$ cat src/sv/gha_pkg.sv
// shared types and constants of the generational handle allocator
package gha_pkg;

  localparam int OP_W      = 3;
  localparam int SLOT_ID_W = 6;
  localparam int GEN_W     = 16;
  localparam int STATUS_W  = 2;
  localparam int COUNT_W   = 7;

  localparam int QUEUE_DEPTH = 2;

  localparam logic [OP_W-1:0] OP_CREATE  = 3'd0;
  localparam logic [OP_W-1:0] OP_CHECK   = 3'd1;
  localparam logic [OP_W-1:0] OP_DESTROY = 3'd2;
  localparam logic [OP_W-1:0] OP_CLEAR   = 3'd3;
  localparam logic [OP_W-1:0] OP_LIST    = 3'd4;

  localparam logic [STATUS_W-1:0] ST_OK      = 2'd0;
  localparam logic [STATUS_W-1:0] ST_INVALID = 2'd1;
  localparam logic [STATUS_W-1:0] ST_FULL    = 2'd2;
  localparam logic [STATUS_W-1:0] ST_EMPTY   = 2'd3;

  typedef enum logic [2:0] {
    K_CREATE,
    K_CHECK,
    K_DESTROY,
    K_CLEAR,
    K_LIST,
    K_BAD
  } kind_t;

  typedef struct packed {
    kind_t                kind;
    logic [SLOT_ID_W-1:0] slot_id;
    logic [GEN_W-1:0]     generation;
    logic                 slot_fits;
  } cmd_t;

  typedef struct packed {
    logic [STATUS_W-1:0]  status;
    logic [SLOT_ID_W-1:0] out_slot;
    logic [GEN_W-1:0]     out_generation;
    logic                 handle_ok;
    logic [COUNT_W-1:0]   live_count;
    logic                 last;
  } res_t;

endpackage

$ cat src/sv/gha_if.sv
// request and result channel interfaces of the handle allocator
interface gha_in_if;
  logic                           valid;
  logic                           ready;
  logic [gha_pkg::OP_W-1:0]      operation;
  logic [gha_pkg::SLOT_ID_W-1:0] slot_id;
  logic [gha_pkg::GEN_W-1:0]     generation;

  modport source (output valid, output operation, output slot_id, output generation,
                  input ready);
  modport sink (input valid, input operation, input slot_id, input generation,
                output ready);
endinterface

interface gha_out_if;
  logic                           valid;
  logic                           ready;
  logic [gha_pkg::STATUS_W-1:0]  status;
  logic [gha_pkg::SLOT_ID_W-1:0] out_slot;
  logic [gha_pkg::GEN_W-1:0]     out_generation;
  logic                           handle_ok;
  logic [gha_pkg::COUNT_W-1:0]   live_count;
  logic                           last;

  modport source (output valid, output status, output out_slot, output out_generation,
                  output handle_ok, output live_count, output last, input ready);
  modport sink (input valid, input status, input out_slot, input out_generation,
                input handle_ok, input live_count, input last, output ready);
endinterface

$ cat src/sv/gha_ram.sv
// generic single-write, single-read ram with registered read data
module gha_ram #(
  parameter int W     = 8,
  parameter int DEPTH = 64
) (
  input  logic                     clk,
  input  logic                     wr_en,
  input  logic [$clog2(DEPTH)-1:0] wr_addr,
  input  logic [W-1:0]             wr_data,
  input  logic                     rd_en,
  input  logic [$clog2(DEPTH)-1:0] rd_addr,
  output logic [W-1:0]             rd_data
);

  logic [W-1:0] mem [DEPTH];

  always_ff @(posedge clk) begin
    if (wr_en) begin
      mem[wr_addr] <= wr_data;
    end
    if (rd_en) begin
      rd_data <= mem[rd_addr];
    end
  end

endmodule

$ cat src/sv/gha_fifo.sv
// short command queue between the front and back parts
module gha_fifo #(
  parameter int W     = 8,
  parameter int DEPTH = 2
) (
  input  logic         clk,
  input  logic         rst,
  input  logic         push_valid,
  output logic         push_ready,
  input  logic [W-1:0] push_data,
  output logic         pop_valid,
  input  logic         pop_ready,
  output logic [W-1:0] pop_data
);

  localparam int AW = (DEPTH > 1) ? $clog2(DEPTH) : 1;
  localparam int CW = $clog2(DEPTH + 1);

  logic [W-1:0]  entries [DEPTH];
  logic [AW-1:0] wr_ptr;
  logic [AW-1:0] rd_ptr;
  logic [CW-1:0] count;
  logic          do_push;
  logic          do_pop;

  assign push_ready = (count != CW'(DEPTH));
  assign pop_valid  = (count != '0);
  assign pop_data   = entries[rd_ptr];
  assign do_push    = push_valid && push_ready;
  assign do_pop     = pop_valid && pop_ready;

  always_ff @(posedge clk) begin
    if (do_push) begin
      entries[wr_ptr] <= push_data;
    end
    if (rst) begin
      wr_ptr <= '0;
      rd_ptr <= '0;
      count  <= '0;
    end else begin
      if (do_push) begin
        wr_ptr <= (wr_ptr == AW'(DEPTH - 1)) ? '0 : wr_ptr + AW'(1);
      end
      if (do_pop) begin
        rd_ptr <= (rd_ptr == AW'(DEPTH - 1)) ? '0 : rd_ptr + AW'(1);
      end
      if (do_push && !do_pop) begin
        count <= count + CW'(1);
      end else if (do_pop && !do_push) begin
        count <= count - CW'(1);
      end
    end
  end

endmodule

$ cat src/sv/gha_front.sv
// request decoder: classifies the operation and checks the slot range
module gha_front #(
  parameter int CAPACITY = 64
) (
  gha_in_if.sink          request,
  output logic            push_valid,
  input  logic            push_ready,
  output gha_pkg::cmd_t   push_cmd
);

  assign push_valid    = request.valid;
  assign request.ready = push_ready;

  always_comb begin
    case (request.operation)
      gha_pkg::OP_CREATE:  push_cmd.kind = gha_pkg::K_CREATE;
      gha_pkg::OP_CHECK:   push_cmd.kind = gha_pkg::K_CHECK;
      gha_pkg::OP_DESTROY: push_cmd.kind = gha_pkg::K_DESTROY;
      gha_pkg::OP_CLEAR:   push_cmd.kind = gha_pkg::K_CLEAR;
      gha_pkg::OP_LIST:    push_cmd.kind = gha_pkg::K_LIST;
      default:             push_cmd.kind = gha_pkg::K_BAD;
    endcase
    push_cmd.slot_id    = request.slot_id;
    push_cmd.generation = request.generation;
    push_cmd.slot_fits  = (32'(request.slot_id) < 32'(CAPACITY));
  end

endmodule

$ cat src/sv/gha_back.sv
// execution sequencer: slot table, free stack, counters and result register
module gha_back #(
  parameter int CAPACITY = 64,
  parameter int GEN_BITS = 16
) (
  input  logic          clk,
  input  logic          rst,
  input  logic          cmd_valid,
  output logic          cmd_ready,
  input  gha_pkg::cmd_t cmd,
  gha_out_if.source     result
);

  localparam int SW    = $clog2(CAPACITY);
  localparam int CW    = $clog2(CAPACITY + 1);
  localparam int TW    = GEN_BITS + 1;
  localparam int SID_W = gha_pkg::SLOT_ID_W;
  localparam int OG_W  = gha_pkg::GEN_W;
  localparam int CNT_W = gha_pkg::COUNT_W;

  typedef enum logic [2:0] {
    S_IDLE,
    S_POP,
    S_CRE,
    S_HANDLE,
    S_CLEAR,
    S_LIST
  } state_t;

  state_t              state, state_next;
  gha_pkg::cmd_t       cur, cur_next;
  logic [CW-1:0]       free_depth, free_depth_next;
  logic [CW-1:0]       high_water, high_water_next;
  logic [CW-1:0]       live_total, live_total_next;
  logic [SW-1:0]       slot_r, slot_r_next;
  logic [CW-1:0]       scan_idx, scan_idx_next;
  logic                pend, pend_next;
  logic [SW-1:0]       pend_idx, pend_idx_next;
  logic                held_v, held_v_next;
  logic [SW-1:0]       held_slot, held_slot_next;
  logic [GEN_BITS-1:0] held_gen, held_gen_next;
  logic                out_valid, out_valid_next;
  gha_pkg::res_t       out_res, out_res_next;

  logic                tbl_we, tbl_re;
  logic [SW-1:0]       tbl_waddr, tbl_raddr;
  logic [TW-1:0]       tbl_wdata, tbl_rdata;
  logic                stk_we, stk_re;
  logic [SW-1:0]       stk_waddr, stk_raddr;
  logic [SW-1:0]       stk_wdata, stk_rdata;

  logic                tbl_live;
  logic [GEN_BITS-1:0] tbl_gen;
  logic [GEN_BITS-1:0] gen_inc;
  logic                out_free;
  logic                emit;
  gha_pkg::res_t       emit_res;
  logic                handle_ok;
  logic                scan_go;
  logic                scan_end;
  logic [CW-1:0]       depth_m1;

  gha_ram #(.W(TW), .DEPTH(CAPACITY)) u_slot_tbl (
    .clk     (clk),
    .wr_en   (tbl_we),
    .wr_addr (tbl_waddr),
    .wr_data (tbl_wdata),
    .rd_en   (tbl_re),
    .rd_addr (tbl_raddr),
    .rd_data (tbl_rdata)
  );

  gha_ram #(.W(SW), .DEPTH(CAPACITY)) u_free_stk (
    .clk     (clk),
    .wr_en   (stk_we),
    .wr_addr (stk_waddr),
    .wr_data (stk_wdata),
    .rd_en   (stk_re),
    .rd_addr (stk_raddr),
    .rd_data (stk_rdata)
  );

  assign tbl_live  = tbl_rdata[GEN_BITS];
  assign tbl_gen   = tbl_rdata[GEN_BITS-1:0];
  assign gen_inc   = tbl_gen + GEN_BITS'(1);
  assign out_free  = !out_valid || result.ready;
  assign cmd_ready = (state == S_IDLE) && out_free;
  assign handle_ok = tbl_live && (tbl_gen == GEN_BITS'(cur.generation));
  assign scan_end  = !pend && (scan_idx >= high_water);
  assign depth_m1  = free_depth - CW'(1);

  always_comb begin
    state_next      = state;
    cur_next        = cur;
    free_depth_next = free_depth;
    high_water_next = high_water;
    live_total_next = live_total;
    slot_r_next     = slot_r;
    scan_idx_next   = scan_idx;
    pend_next       = pend;
    pend_idx_next   = pend_idx;
    held_v_next     = held_v;
    held_slot_next  = held_slot;
    held_gen_next   = held_gen;
    tbl_we          = 1'b0;
    tbl_waddr       = '0;
    tbl_wdata       = '0;
    tbl_re          = 1'b0;
    tbl_raddr       = '0;
    stk_we          = 1'b0;
    stk_waddr       = free_depth[SW-1:0];
    stk_wdata       = '0;
    stk_re          = 1'b0;
    stk_raddr       = depth_m1[SW-1:0];
    emit            = 1'b0;
    emit_res        = '0;
    emit_res.last   = 1'b1;
    scan_go         = 1'b0;

    case (state)
      S_IDLE: begin
        if (cmd_valid && out_free) begin
          cur_next = cmd;
          case (cmd.kind)
            gha_pkg::K_CREATE: begin
              if (free_depth != '0) begin
                stk_re          = 1'b1;
                free_depth_next = depth_m1;
                state_next      = S_POP;
              end else if (high_water < CW'(CAPACITY)) begin
                tbl_we          = 1'b1;
                tbl_waddr       = high_water[SW-1:0];
                tbl_wdata       = {1'b1, GEN_BITS'(0)};
                high_water_next = high_water + CW'(1);
                live_total_next = live_total + CW'(1);
                emit            = 1'b1;
                emit_res.status = gha_pkg::ST_OK;
                emit_res.out_slot = SID_W'(high_water);
              end else begin
                emit            = 1'b1;
                emit_res.status = gha_pkg::ST_FULL;
              end
            end
            gha_pkg::K_CHECK, gha_pkg::K_DESTROY: begin
              if (cmd.slot_fits && (32'(cmd.slot_id) < 32'(high_water))) begin
                tbl_re     = 1'b1;
                tbl_raddr  = SW'(cmd.slot_id);
                state_next = S_HANDLE;
              end else begin
                emit              = 1'b1;
                emit_res.status   = gha_pkg::ST_INVALID;
                emit_res.out_slot = cmd.slot_id;
              end
            end
            gha_pkg::K_CLEAR, gha_pkg::K_LIST: begin
              scan_idx_next = '0;
              pend_next     = 1'b0;
              held_v_next   = 1'b0;
              state_next    = (cmd.kind == gha_pkg::K_CLEAR) ? S_CLEAR : S_LIST;
            end
            default: begin
              emit            = 1'b1;
              emit_res.status = gha_pkg::ST_INVALID;
            end
          endcase
        end
      end

      S_POP: begin
        slot_r_next = stk_rdata;
        tbl_re      = 1'b1;
        tbl_raddr   = stk_rdata;
        state_next  = S_CRE;
      end

      S_CRE: begin
        if (out_free) begin
          tbl_we                  = 1'b1;
          tbl_waddr               = slot_r;
          tbl_wdata               = {1'b1, tbl_gen};
          live_total_next         = live_total + CW'(1);
          emit                    = 1'b1;
          emit_res.status         = gha_pkg::ST_OK;
          emit_res.out_slot       = SID_W'(slot_r);
          emit_res.out_generation = OG_W'(tbl_gen);
          state_next              = S_IDLE;
        end
      end

      S_HANDLE: begin
        if (out_free) begin
          emit                    = 1'b1;
          emit_res.status         = handle_ok ? gha_pkg::ST_OK : gha_pkg::ST_INVALID;
          emit_res.handle_ok      = handle_ok;
          emit_res.out_slot       = cur.slot_id;
          emit_res.out_generation = OG_W'(tbl_gen);
          if ((cur.kind == gha_pkg::K_DESTROY) && handle_ok) begin
            tbl_we                  = 1'b1;
            tbl_waddr               = SW'(cur.slot_id);
            tbl_wdata               = {1'b0, gen_inc};
            emit_res.out_generation = OG_W'(gen_inc);
            if (live_total != '0) begin
              live_total_next = live_total - CW'(1);
            end
            if (free_depth < CW'(CAPACITY)) begin
              stk_we          = 1'b1;
              stk_wdata       = SW'(cur.slot_id);
              free_depth_next = free_depth + CW'(1);
            end
          end
          state_next = S_IDLE;
        end
      end

      S_CLEAR: begin
        scan_go = 1'b1;
        if (pend && tbl_live) begin
          tbl_we    = 1'b1;
          tbl_waddr = pend_idx;
          tbl_wdata = {1'b0, gen_inc};
          if (free_depth < CW'(CAPACITY)) begin
            stk_we          = 1'b1;
            stk_wdata       = pend_idx;
            free_depth_next = free_depth + CW'(1);
          end
        end
        if (scan_end && out_free) begin
          live_total_next = '0;
          emit            = 1'b1;
          emit_res.status = gha_pkg::ST_OK;
          state_next      = S_IDLE;
        end
      end

      S_LIST: begin
        scan_go = !(pend && tbl_live && held_v) || out_free;
        if (scan_go && pend && tbl_live) begin
          if (held_v) begin
            emit                    = 1'b1;
            emit_res.status         = gha_pkg::ST_OK;
            emit_res.out_slot       = SID_W'(held_slot);
            emit_res.out_generation = OG_W'(held_gen);
            emit_res.last           = 1'b0;
          end
          held_v_next    = 1'b1;
          held_slot_next = pend_idx;
          held_gen_next  = tbl_gen;
        end
        if (scan_end && out_free) begin
          emit = 1'b1;
          if (held_v) begin
            emit_res.status         = gha_pkg::ST_OK;
            emit_res.out_slot       = SID_W'(held_slot);
            emit_res.out_generation = OG_W'(held_gen);
          end else begin
            emit_res.status = gha_pkg::ST_EMPTY;
          end
          state_next = S_IDLE;
        end
      end

      default: begin
        state_next = S_IDLE;
      end
    endcase

    if (scan_go) begin
      if (scan_idx < high_water) begin
        tbl_re        = 1'b1;
        tbl_raddr     = scan_idx[SW-1:0];
        pend_idx_next = scan_idx[SW-1:0];
        scan_idx_next = scan_idx + CW'(1);
        pend_next     = 1'b1;
      end else begin
        pend_next = 1'b0;
      end
    end

    emit_res.live_count = CNT_W'(live_total_next);

    out_res_next   = out_res;
    out_valid_next = out_valid;
    if (emit) begin
      out_valid_next = 1'b1;
      out_res_next   = emit_res;
    end else if (result.ready) begin
      out_valid_next = 1'b0;
    end
  end

  always_ff @(posedge clk) begin
    cur       <= cur_next;
    slot_r    <= slot_r_next;
    pend_idx  <= pend_idx_next;
    held_slot <= held_slot_next;
    held_gen  <= held_gen_next;
    out_res   <= out_res_next;
    if (rst) begin
      state      <= S_IDLE;
      free_depth <= '0;
      high_water <= '0;
      live_total <= '0;
      scan_idx   <= '0;
      pend       <= 1'b0;
      held_v     <= 1'b0;
      out_valid  <= 1'b0;
    end else begin
      state      <= state_next;
      free_depth <= free_depth_next;
      high_water <= high_water_next;
      live_total <= live_total_next;
      scan_idx   <= scan_idx_next;
      pend       <= pend_next;
      held_v     <= held_v_next;
      out_valid  <= out_valid_next;
    end
  end

  assign result.valid          = out_valid;
  assign result.status         = out_res.status;
  assign result.out_slot       = out_res.out_slot;
  assign result.out_generation = out_res.out_generation;
  assign result.handle_ok      = out_res.handle_ok;
  assign result.live_count     = out_res.live_count;
  assign result.last           = out_res.last;

endmodule

$ cat src/sv/generational_handle_allocator.sv
// generational handle allocator top level
//
// request channel: operation, slot_id, generation (create, check, destroy,
// clear all, list live). result channel: status, out_slot, out_generation,
// handle_ok, live_count, last; last marks the final result of a request.
// requests enter a two-entry command queue and are carried out one at a time
// by a sequencer around the slot table and free stack rams, each with one
// write and one registered read port.
// handling once a command reaches the queue head: create of a never-used
// slot, full table, out-of-range handle and unknown op are answered straight
// from idle; check and destroy take one slot table read; create of a freed
// slot takes a stack read, then a slot table read. clear and list walk the
// slots below the high-water mark, one slot table read per cycle, though list
// holds its walk while a result waits in the output register and is not taken.
// reset empties the table (no clearing pass); results sit in an output
// register, and a stalled receiver holds the sequencer while the queue keeps
// accepting requests until full.
module generational_handle_allocator #(
  parameter int CAPACITY = 64,
  parameter int GEN_BITS = 16
) (
  input  logic      clk,
  input  logic      rst,
  gha_in_if.sink    request,
  gha_out_if.source result
);

  localparam int CMD_W = $bits(gha_pkg::cmd_t);

  logic          q_push_valid;
  logic          q_push_ready;
  gha_pkg::cmd_t q_push_cmd;
  logic          q_pop_valid;
  logic          q_pop_ready;
  gha_pkg::cmd_t q_pop_cmd;

  gha_front #(.CAPACITY(CAPACITY)) u_front (
    .request    (request),
    .push_valid (q_push_valid),
    .push_ready (q_push_ready),
    .push_cmd   (q_push_cmd)
  );

  gha_fifo #(.W(CMD_W), .DEPTH(gha_pkg::QUEUE_DEPTH)) u_queue (
    .clk        (clk),
    .rst        (rst),
    .push_valid (q_push_valid),
    .push_ready (q_push_ready),
    .push_data  (q_push_cmd),
    .pop_valid  (q_pop_valid),
    .pop_ready  (q_pop_ready),
    .pop_data   (q_pop_cmd)
  );

  gha_back #(.CAPACITY(CAPACITY), .GEN_BITS(GEN_BITS)) u_back (
    .clk       (clk),
    .rst       (rst),
    .cmd_valid (q_pop_valid),
    .cmd_ready (q_pop_ready),
    .cmd       (q_pop_cmd),
    .result    (result)
  );

`ifndef ASSERT_OFF
  a_full_count: assert property (@(posedge clk) disable iff (rst)
    result.valid && (result.status == gha_pkg::ST_FULL)
      |-> (result.live_count == gha_pkg::COUNT_W'(CAPACITY)) && !result.handle_ok)
    else $error("full reported while slots are free");

  a_empty_list: assert property (@(posedge clk) disable iff (rst)
    result.valid && (result.status == gha_pkg::ST_EMPTY)
      |-> result.last && (result.live_count == '0))
    else $error("empty list with live slots");

  a_handle_ok: assert property (@(posedge clk) disable iff (rst)
    result.valid && result.handle_ok
      |-> (result.status == gha_pkg::ST_OK) && result.last)
    else $error("valid handle with bad status");

  a_result_hold: assert property (@(posedge clk) disable iff (rst)
    result.valid && !result.ready
      |=> result.valid && $stable({result.status, result.out_slot, result.out_generation,
                                   result.handle_ok, result.live_count, result.last}))
    else $error("result transaction changed while stalled");
`endif

endmodule
$ cat src/flat_wrapper.sv
// flat-port wrapper written by rule: the top's interface ports become plain ports
module generational_handle_allocator_flat 
#(
  parameter int CAPACITY = 64,
  parameter int GEN_BITS = 16
)
  (clk, rst, request_valid, request_operation, request_slot_id, request_generation, request_ready, result_valid, result_status, result_out_slot, result_out_generation, result_handle_ok, result_live_count, result_last, result_ready);
  gha_in_if request_i ();
  gha_out_if result_i ();
  input  logic clk;
  input  logic rst;
  input wire logic [$bits(request_i.valid)-1:0] request_valid;
  input wire logic [$bits(request_i.operation)-1:0] request_operation;
  input wire logic [$bits(request_i.slot_id)-1:0] request_slot_id;
  input wire logic [$bits(request_i.generation)-1:0] request_generation;
  output wire logic [$bits(request_i.ready)-1:0] request_ready;
  output wire logic [$bits(result_i.valid)-1:0] result_valid;
  output wire logic [$bits(result_i.status)-1:0] result_status;
  output wire logic [$bits(result_i.out_slot)-1:0] result_out_slot;
  output wire logic [$bits(result_i.out_generation)-1:0] result_out_generation;
  output wire logic [$bits(result_i.handle_ok)-1:0] result_handle_ok;
  output wire logic [$bits(result_i.live_count)-1:0] result_live_count;
  output wire logic [$bits(result_i.last)-1:0] result_last;
  input wire logic [$bits(result_i.ready)-1:0] result_ready;
  assign request_i.valid = request_valid;
  assign request_i.operation = request_operation;
  assign request_i.slot_id = request_slot_id;
  assign request_i.generation = request_generation;
  assign request_ready = request_i.ready;
  assign result_valid = result_i.valid;
  assign result_status = result_i.status;
  assign result_out_slot = result_i.out_slot;
  assign result_out_generation = result_i.out_generation;
  assign result_handle_ok = result_i.handle_ok;
  assign result_live_count = result_i.live_count;
  assign result_last = result_i.last;
  assign result_i.ready = result_ready;
  generational_handle_allocator #(.CAPACITY(CAPACITY), .GEN_BITS(GEN_BITS)) u_core (.clk(clk), .rst(rst), .request(request_i), .result(result_i));
endmodule
$ cat config.mk
export PLATFORM = sky130hd
export DESIGN_NAME = generational_handle_allocator_flat
export DESIGN_NICKNAME = d
export VERILOG_FILES = /design/src/sv/gha_pkg.sv /design/src/sv/gha_if.sv /design/src/sv/gha_ram.sv /design/src/sv/gha_fifo.sv /design/src/sv/gha_front.sv /design/src/sv/gha_back.sv /design/src/sv/generational_handle_allocator.sv /design/src/flat_wrapper.sv
export SDC_FILE = /design/constraint.sdc
export NUM_CORES = 2
export LEC_CHECK = 0
export BUFFER_PORTS_ARGS = -buffer_cell sky130_fd_sc_hd__buf_2
export CAP_MARGIN = 20
export CELL_PAD_IN_SITES_DETAIL_PLACEMENT = 1
export CELL_PAD_IN_SITES_GLOBAL_PLACEMENT = 1
export CORE_UTILIZATION = 45
export CTS_CLUSTER_DIAMETER = 60
export DETAILED_ROUTE_END_ITERATION = 16
export PLACE_DENSITY_LB_ADDON = 0.15
export SYNTH_ARGS = -nofsm -noshare
export SYNTH_HDL_FRONTEND = slang
export SYNTH_SLANG_ARGS = --single-unit
$ cat constraint.sdc
create_clock -name clk -period 7.4 [get_ports clk]
set_input_delay 0.74 -clock clk [delete_from_list [all_inputs] [get_ports clk]]
set_output_delay 0.74 -clock clk [all_outputs]
set_load 0.005 [all_outputs]
After elaboration in Yosys (flattened, before gate mapping)
Memory sizes are Yosys's and may differ from the RTL's. A register that Yosys moved wholly into a read port is not among the register bits.
Index checks and enable logic that the tools add are counted.
Widths: inputs -> output; s select.
{"block": "totals", "reg_bits": 130, "ram_bits": 1522, "output_inout_bits": 35, "memories": 3}
{"block": "classes", "addsub": 11, "magnitude_cmp": 5, "n_eq_ne": 29, "n_mux": 136, "n_bitwise": 1, "n_reduce_logical": 48}
{"memory": "u_core.u_back.u_slot_tbl.mem", "depth": 64, "word_bits": 17, "read_ports": 1, "rd_clocked_by_memory_dff": 1, "wr": 1, "line": "gha_ram.sv:15", "rtl": "logic [W-1:0] mem [DEPTH];"}
{"memory": "u_core.u_back.u_free_stk.mem", "depth": 64, "word_bits": 6, "read_ports": 1, "rd_clocked_by_memory_dff": 1, "wr": 1, "line": "gha_ram.sv:15"}
{"memory": "u_core.u_queue.entries", "depth": 2, "word_bits": 25, "read_ports": 1, "rd_clocked_by_memory_dff": 1, "wr": 1, "line": "gha_fifo.sv:19", "rtl": "logic [W-1:0] entries [DEPTH];"}
{"cell": "$mux 7", "n": 22}
{"cell": "$mux 6", "n": 18}
{"cell": "$mux 22", "n": 4}
{"cell": "$mux 17", "n": 5}
{"cell": "$pmux 17 s4", "n": 1}
{"cell": "$mux 16", "n": 4}
{"cell": "$mux 1", "n": 49}
{"cell": "$mux 24", "n": 2}
{"cell": "$pmux 16 s3", "n": 1}
{"cell": "$pmux 6 s4", "n": 2}
{"cell": "$pmux 6 s2", "n": 3}
{"cell": "$add 7x1->7 const B", "n": 4}
{"cell": "$pmux 7 s4", "n": 1}
{"cell": "$eq 3x2->1 const B", "n": 7}
{"cell": "$pmux 7 s3", "n": 1}
{"cell": "$add 16x1->16 const B", "n": 1}
{"cell": "$eq 16x16->1", "n": 1}
{"cell": "$mux 8", "n": 2}
{"cell": "$mux 3", "n": 5}
{"cell": "$pmux 3 s5", "n": 1}
{"cell": "$logic_and 1x1->1", "n": 14}
{"cell": "$lt 7x7->1 const B", "n": 2}
{"cell": "$reduce_bool 2->1", "n": 7}
{"cell": "$reduce_bool 7->1", "n": 2}
{"cell": "34 further kinds", "n": 71}

Depth between registers and ports, before layout
{"block": "depth", "word_depth": 10, "mapped_depth": 17}

Hierarchy
Synthesis repeated with hierarchy kept, for this count alone.
{"block": "unflattened", "cells_unflattened": 3516, "area_unflattened_um2": 67110.6}
{"mod": "gha_ram at u_core.u_back.u_slot_tbl", "n_inst": 1, "cells_each": 1953, "area_each_um2": 42514.5, "seq_area_each_um2": 33181.8}
{"mod": "gha_ram at u_core.u_back.u_free_stk", "n_inst": 1, "cells_each": 729, "area_each_um2": 15265.9, "seq_area_each_um2": 11711.2}
{"mod": "gha_back", "n_inst": 1, "cells_each": 700, "area_each_um2": 7024.2, "seq_area_each_um2": 3443.3}
{"mod": "gha_fifo", "n_inst": 1, "cells_each": 105, "area_each_um2": 2097.0, "seq_area_each_um2": 1661.6}
{"mod": "gha_front", "n_inst": 1, "cells_each": 29, "area_each_um2": 209.0, "seq_area_each_um2": 0.0}

Least setup slack after synthesis
No wires, ideal clock.
{"block": "synth_timing", "path_type": "reg2reg", "from": "reg u_core.u_back.u_slot_tbl.rd_data[3] (read register of u_core.u_back.u_slot_tbl.mem)", "to": "mem u_core.u_back.u_slot_tbl.mem[0][15] (netlist bit) (data pin)", "setup_time_ps": 721, "arrival_time_ps": 5109, "t_required_ps": 6679, "path_slack_ps": 1571, "stages_incl_launch_ff": 12, "path_buffers": 4, "synth_period_minus_slack_ps": 5829, "path_cell_list": "edfxtp_1 -> clkbuf_1 -> xnor2_1 -> nand4_1 -> or3_1 -> nor4_2 -> and2_0 -> clkbuf_1 -> nor2_1 -> clkbuf_1 -> buf_1 -> o31ai_1"}
{"block": "synth_between", "elab_chain_len": 6, "word_cells_on_any_way": 8, "classes_between": "add/sub (1); eq/ne (1); mux (4); reduce/logical (2)"}
{"element": "start: declaration", "line": "gha_ram.sv:12", "rtl": "output logic [W-1:0] rd_data"}
{"element": "parallel branches: the longest is 5 deep, another holds $add 16x1->16"}
{"element": "$pmux 17 s4 (*)", "line": "gha_back.sv:120", "rtl": "case (state)"}
{"element": "via u_core.u_back.tbl_wdata[15]", "line": "gha_back.sv:47", "rtl": "logic [TW-1:0] tbl_wdata, tbl_rdata;"}
{"element": "end: declaration", "line": "gha_ram.sv:15"}
Mark *: on every way through the listed nets, which the timed path passes.

==> qor.json <==
{
  "multi_input_gate_area_in_the_final_layout_um2": 17100,
  "p_leak_nw": 23.9,
  "setup_total_negative_slack_ns": 0,
  "first_global_vias": 40406,
  "setup_violations": 0,
  "routed-via-count": 39510,
  "cts_hold_buffers": 0,
  "die_height_um": 390,
  "hold_path_end": "u_core.u_queue.entries[1][5]$_DFFE_PP_",
  "min-delay-start": "request_generation[5]",
  "synth_fp_nets": 4396,
  "tritoncts.num_buffers": 180,
  "syn-cell-area_um2": 67900,
  "preCtsSetupSlack_ns": 1.70,
  "finClkSkew_ns": 0.0587,
  "yosysWarnings": 0,
  "globalRouteTotalUtil": 0.254,
  "tritoncts_num_sinks": 1676,
  "synth_top_area_share": 0.724,
  "netlist-cell-type-count": 84,
  "synth-edff-count": 1637,
  "period_share": 0.790,
  "h-tree-depth": 4,
  "postRouteAntennaNets": 0,
  "global_route.overflow_total": 0,
  "crit_slowest_cell": "sky130_fd_sc_hd__mux2i_1",
  "grt_start_max_net_pins": 122,
  "placeableCoreArea_um2": 150000,
  "final_critical_path_setup_slack_ns": 1.55,
  "timing.final.hold_violations": 0,
  "post_dr_wirelength_cell_um": 29.2,
  "syn-mean-instance-area_um2": 15.6,
  "post-route-drc-count": 0,
  "synth.most_common_cell": "sky130_fd_sc_hd__edfxtp_1",
  "critical_path.cell_chain": "buf_4, mux2i_1, nand4_1, o21ai_4, buf_12, nand2_1, o22ai_1, o21ai_0, nand4b_1, o221ai_1",
  "nets": 4538,
  "layout-area-overhead-vs-synth_pct": 14.1,
  "io_buffers": 63,
  "drive_above_1_share": 0.190,
  "maximum_achievable_frequency_mhz": 171,
  "placement_rows": 142,
  "cts.clk_slew.worst_paths_ns": 0.06,
  "max_slew_headroom": 0.238,
  "largest_fanout_on_the_critical_path": 86,
  "synth-seq-cells": 1676,
  "totalPowerFinal_mw": 25.7,
  "rsz0062_at_grt": "false",
  "detail_route.wirelength_mm": 194,
  "post-dp-hpwl_mm": 119,
  "cts_root_buffer": "sky130_fd_sc_hd__clkbuf_16",
  "number_of_buffers_inserted_to_repair_setup_after_cts": 0,
  "cts_tree": "built",
  "crit-reg2reg-capture": "u_core.u_back.u_slot_tbl.rd_data[13]$_DFFE_PP_",
  "worstMarginPinSlew_ns": 1.14,
  "worst_ep_required_time_ns": 7.92,
  "cellPowerDensity_nw_per_um2": 332,
  "grt_pass1_wl_mm": 283,
  "floorplan.initialDensity": 0.453,
  "syn_inst": 4345,
  "synth_commonest_cells": "1,637 x sky130_fd_sc_hd__edfxtp_1, 602 x sky130_fd_sc_hd__nand2_1, 280 x sky130_fd_sc_hd__a21oi_1",
  "io_pins": 64,
  "share_of_flip_flops_with_an_asynchronous_set_or_reset": 0,
  "grt_antenna_before_repair": 7,
  "r2r_cells": 10,
  "area.sequential_um2": 49900,
  "postSynth.topFlopCell": "sky130_fd_sc_hd__edfxtp_1",
  "dieArea_um2": 152000,
  "clock_path_buffers": 3,
  "post_drt_via_cell_ratio": 5.94,
  "crit_arrival_ns": 6.37,
  "worstSetupEndpointType": "flop",
  "hold_path_class": "in2reg",
  "slew_violations": 0,
  "detail_route.iter0.violations": 3566,
  "globalplace.congestion": 0.863,
  "synth_top_cells_by_area": "sky130_fd_sc_hd__edfxtp_1 72%, sky130_fd_sc_hd__mux4_2 4.2%, sky130_fd_sc_hd__nand2_1 3.3%, sky130_fd_sc_hd__mux2_2 2.8%, sky130_fd_sc_hd__a21oi_1 2.1%",
  "r2r_setup_slack_ns": 1.55,
  "layout.filler_cells": 14091,
  "clock_latency_at_the_later_pin_of_the_worst_skew_pair_ns": 0.83,
  "peakVddDrop_v": 0.000320,
  "yosysTopAreaCell": "sky130_fd_sc_hd__edfxtp_1",
  "crit_type": "reg2reg",
  "die_w_um": 390,
  "run_status": "finished clean",
  "cell_depth_of_the_worst_hold_path": 1,
  "cts_resized": 0,
  "finalWorstPathRequiredPeriod_ns": 5.85,
  "cp-start-kind": "flop",
  "first_pass_iters": 5,
  "slowest_delay_ns": 0.89,
  "seq_area_frac_synth": 0.736,
  "maxCapViolCount": 0
}
[where the power goes]
| part | switching (mW) | total [mW] | internal (mW) |
|---|---|---|---|
| sequential | 0.432 | 11.7 | 11.3 |
| combinational | 3.30 | 4.83 | 1.53 |
| clock | 3.81 | 9.11 | 5.30 |
[flip-flops by register name, summed over array words and instances, names as in the netlist, 7 cells and up, named ones only]
name,cells
u_core.u_back.u_slot_tbl.mem,1088
u_core.u_back.u_free_stk.mem,384
u_core.u_queue.entries,50
u_core.u_back.cur,25
u_core.u_back.u_slot_tbl.rd_data,17
u_core.u_back.held_gen,16
u_core.u_back.result.out_generation,16
u_core.u_back.free_depth,7
u_core.u_back.high_water,7
u_core.u_back.live_total,7
u_core.u_back.result.live_count,7
u_core.u_back.scan_idx,7
[worst max-delay path, delay by kind of cell, from the launching register on]
kind,cells,cell delay [ns]
flip-flops,1,0.46
multiplexers,1,0.89
AND/OR/NAND/NOR,3,1.45
AO/OA/AOI/OAI,4,1.81
buffers and inverters,2,0.77
[final cells by class]
cell class | instances | share of cell area
Sequential cell | 1676 | 0.645
Multi-Input combinational cell | 2379 | 0.220
Clock buffer | 226 | 0.0616
Tap cell | 2016 | 0.0326
Timing Repair Buffer | 213 | 0.0221
Clock inverter | 101 | 0.0162
Inverter | 37 | 0.00179
Antenna cell | 1 | 0.0000323
[layer usage]
| layer | global-route usage | routed length, um |
|---|---|---|
| met1 | 0.364 | 86300 |
| met2 | 0.412 | 93500 |
| met3 | 0.0347 | 10500 |
| met4 | 0.0625 | 3990 |
| met5 | 0 | 18 |
[through the flow]
stage | cells | hold WS (ns) | util | cell area (um^2)
detailed placement | 6312 | 0.462 | 0.476 | 71200
finish | 6649 | 0.0985 | 0.517 | 77400
floorplan | 4345 | 0.417 | - | 67900
global placement | 6302 | 0.474 | 0.474 | 71100
global route | 6648 | 0.0628 | 0.517 | 77400
CTS | 6639 | 0.0422 | 0.516 | 77200
[cells in the final DEF, fill, tap and decap left out, types with 18 or more instances in the layout]
master,netlist,routed
sky130_fd_sc_hd__buf_2,79,64
sky130_fd_sc_hd__nor4_1,40,38
sky130_fd_sc_hd__mux2_2,171,171
sky130_fd_sc_hd__nand2_1,602,602
sky130_fd_sc_hd__o21ai_0,91,90
sky130_fd_sc_hd__and3_1,19,19
sky130_fd_sc_hd__clkbuf_1,116,39
sky130_fd_sc_hd__buf_4,30,125
sky130_fd_sc_hd__clkinv_2,0,19
sky130_fd_sc_hd__xnor2_1,32,31
sky130_fd_sc_hd__nor3_1,18,18
sky130_fd_sc_hd__and2_1,22,22
sky130_fd_sc_hd__o22ai_1,78,77
sky130_fd_sc_hd__mux2i_1,134,134
sky130_fd_sc_hd__dfxtp_1,39,38
sky130_fd_sc_hd__nor2_1,250,197
sky130_fd_sc_hd__clkinv_1,1,36
sky130_fd_sc_hd__bufinv_16,0,20
sky130_fd_sc_hd__o21a_1,33,32
sky130_fd_sc_hd__ha_1,22,21
sky130_fd_sc_hd__a22oi_1,43,43
sky130_fd_sc_hd__edfxtp_1,1637,1637
sky130_fd_sc_hd__nand3_1,93,93
sky130_fd_sc_hd__nor2_2,4,53
sky130_fd_sc_hd__mux4_2,126,126
sky130_fd_sc_hd__clkbuf_16,0,182
sky130_fd_sc_hd__a21oi_1,280,279
sky130_fd_sc_hd__a211oi_1,25,24
sky130_fd_sc_hd__inv_1,36,35
sky130_fd_sc_hd__a32oi_1,33,33
[logic make-up after synthesis]
| group | count (synthesis) | share of synthesized area |
|---|---|---|
| XOR/XNOR | 40 | 0.00516 |
| multiplexers | 431 | 0.0900 |
| flip-flops | 1676 | 0.736 |
| adder cells (fa/ha/maj) | 22 | 0.00406 |
| AND/OR/NAND/NOR | 1135 | 0.0725 |
| buffers and inverters | 290 | 0.0199 |
| AO/OA/AOI/OAI | 751 | 0.0724 |
[how the worst max path moves through the flow]
stage                                                     end
2_1_floorplan   u_core.u_back.u_slot_tbl.mem[0][15]$_DFFE_PP_
3_5_place_dp   u_core.u_back.u_slot_tbl.rd_data[13]$_DFFE_PP_
6_report       u_core.u_back.u_slot_tbl.rd_data[13]$_DFFE_PP_
3_3_place_gp    u_core.u_back.u_slot_tbl.rd_data[0]$_DFFE_PP_
4_1_cts        u_core.u_back.u_slot_tbl.rd_data[13]$_DFFE_PP_
5_1_grt        u_core.u_back.u_slot_tbl.rd_data[13]$_DFFE_PP_
Note: power is estimated with default switching activity, not from simulation.
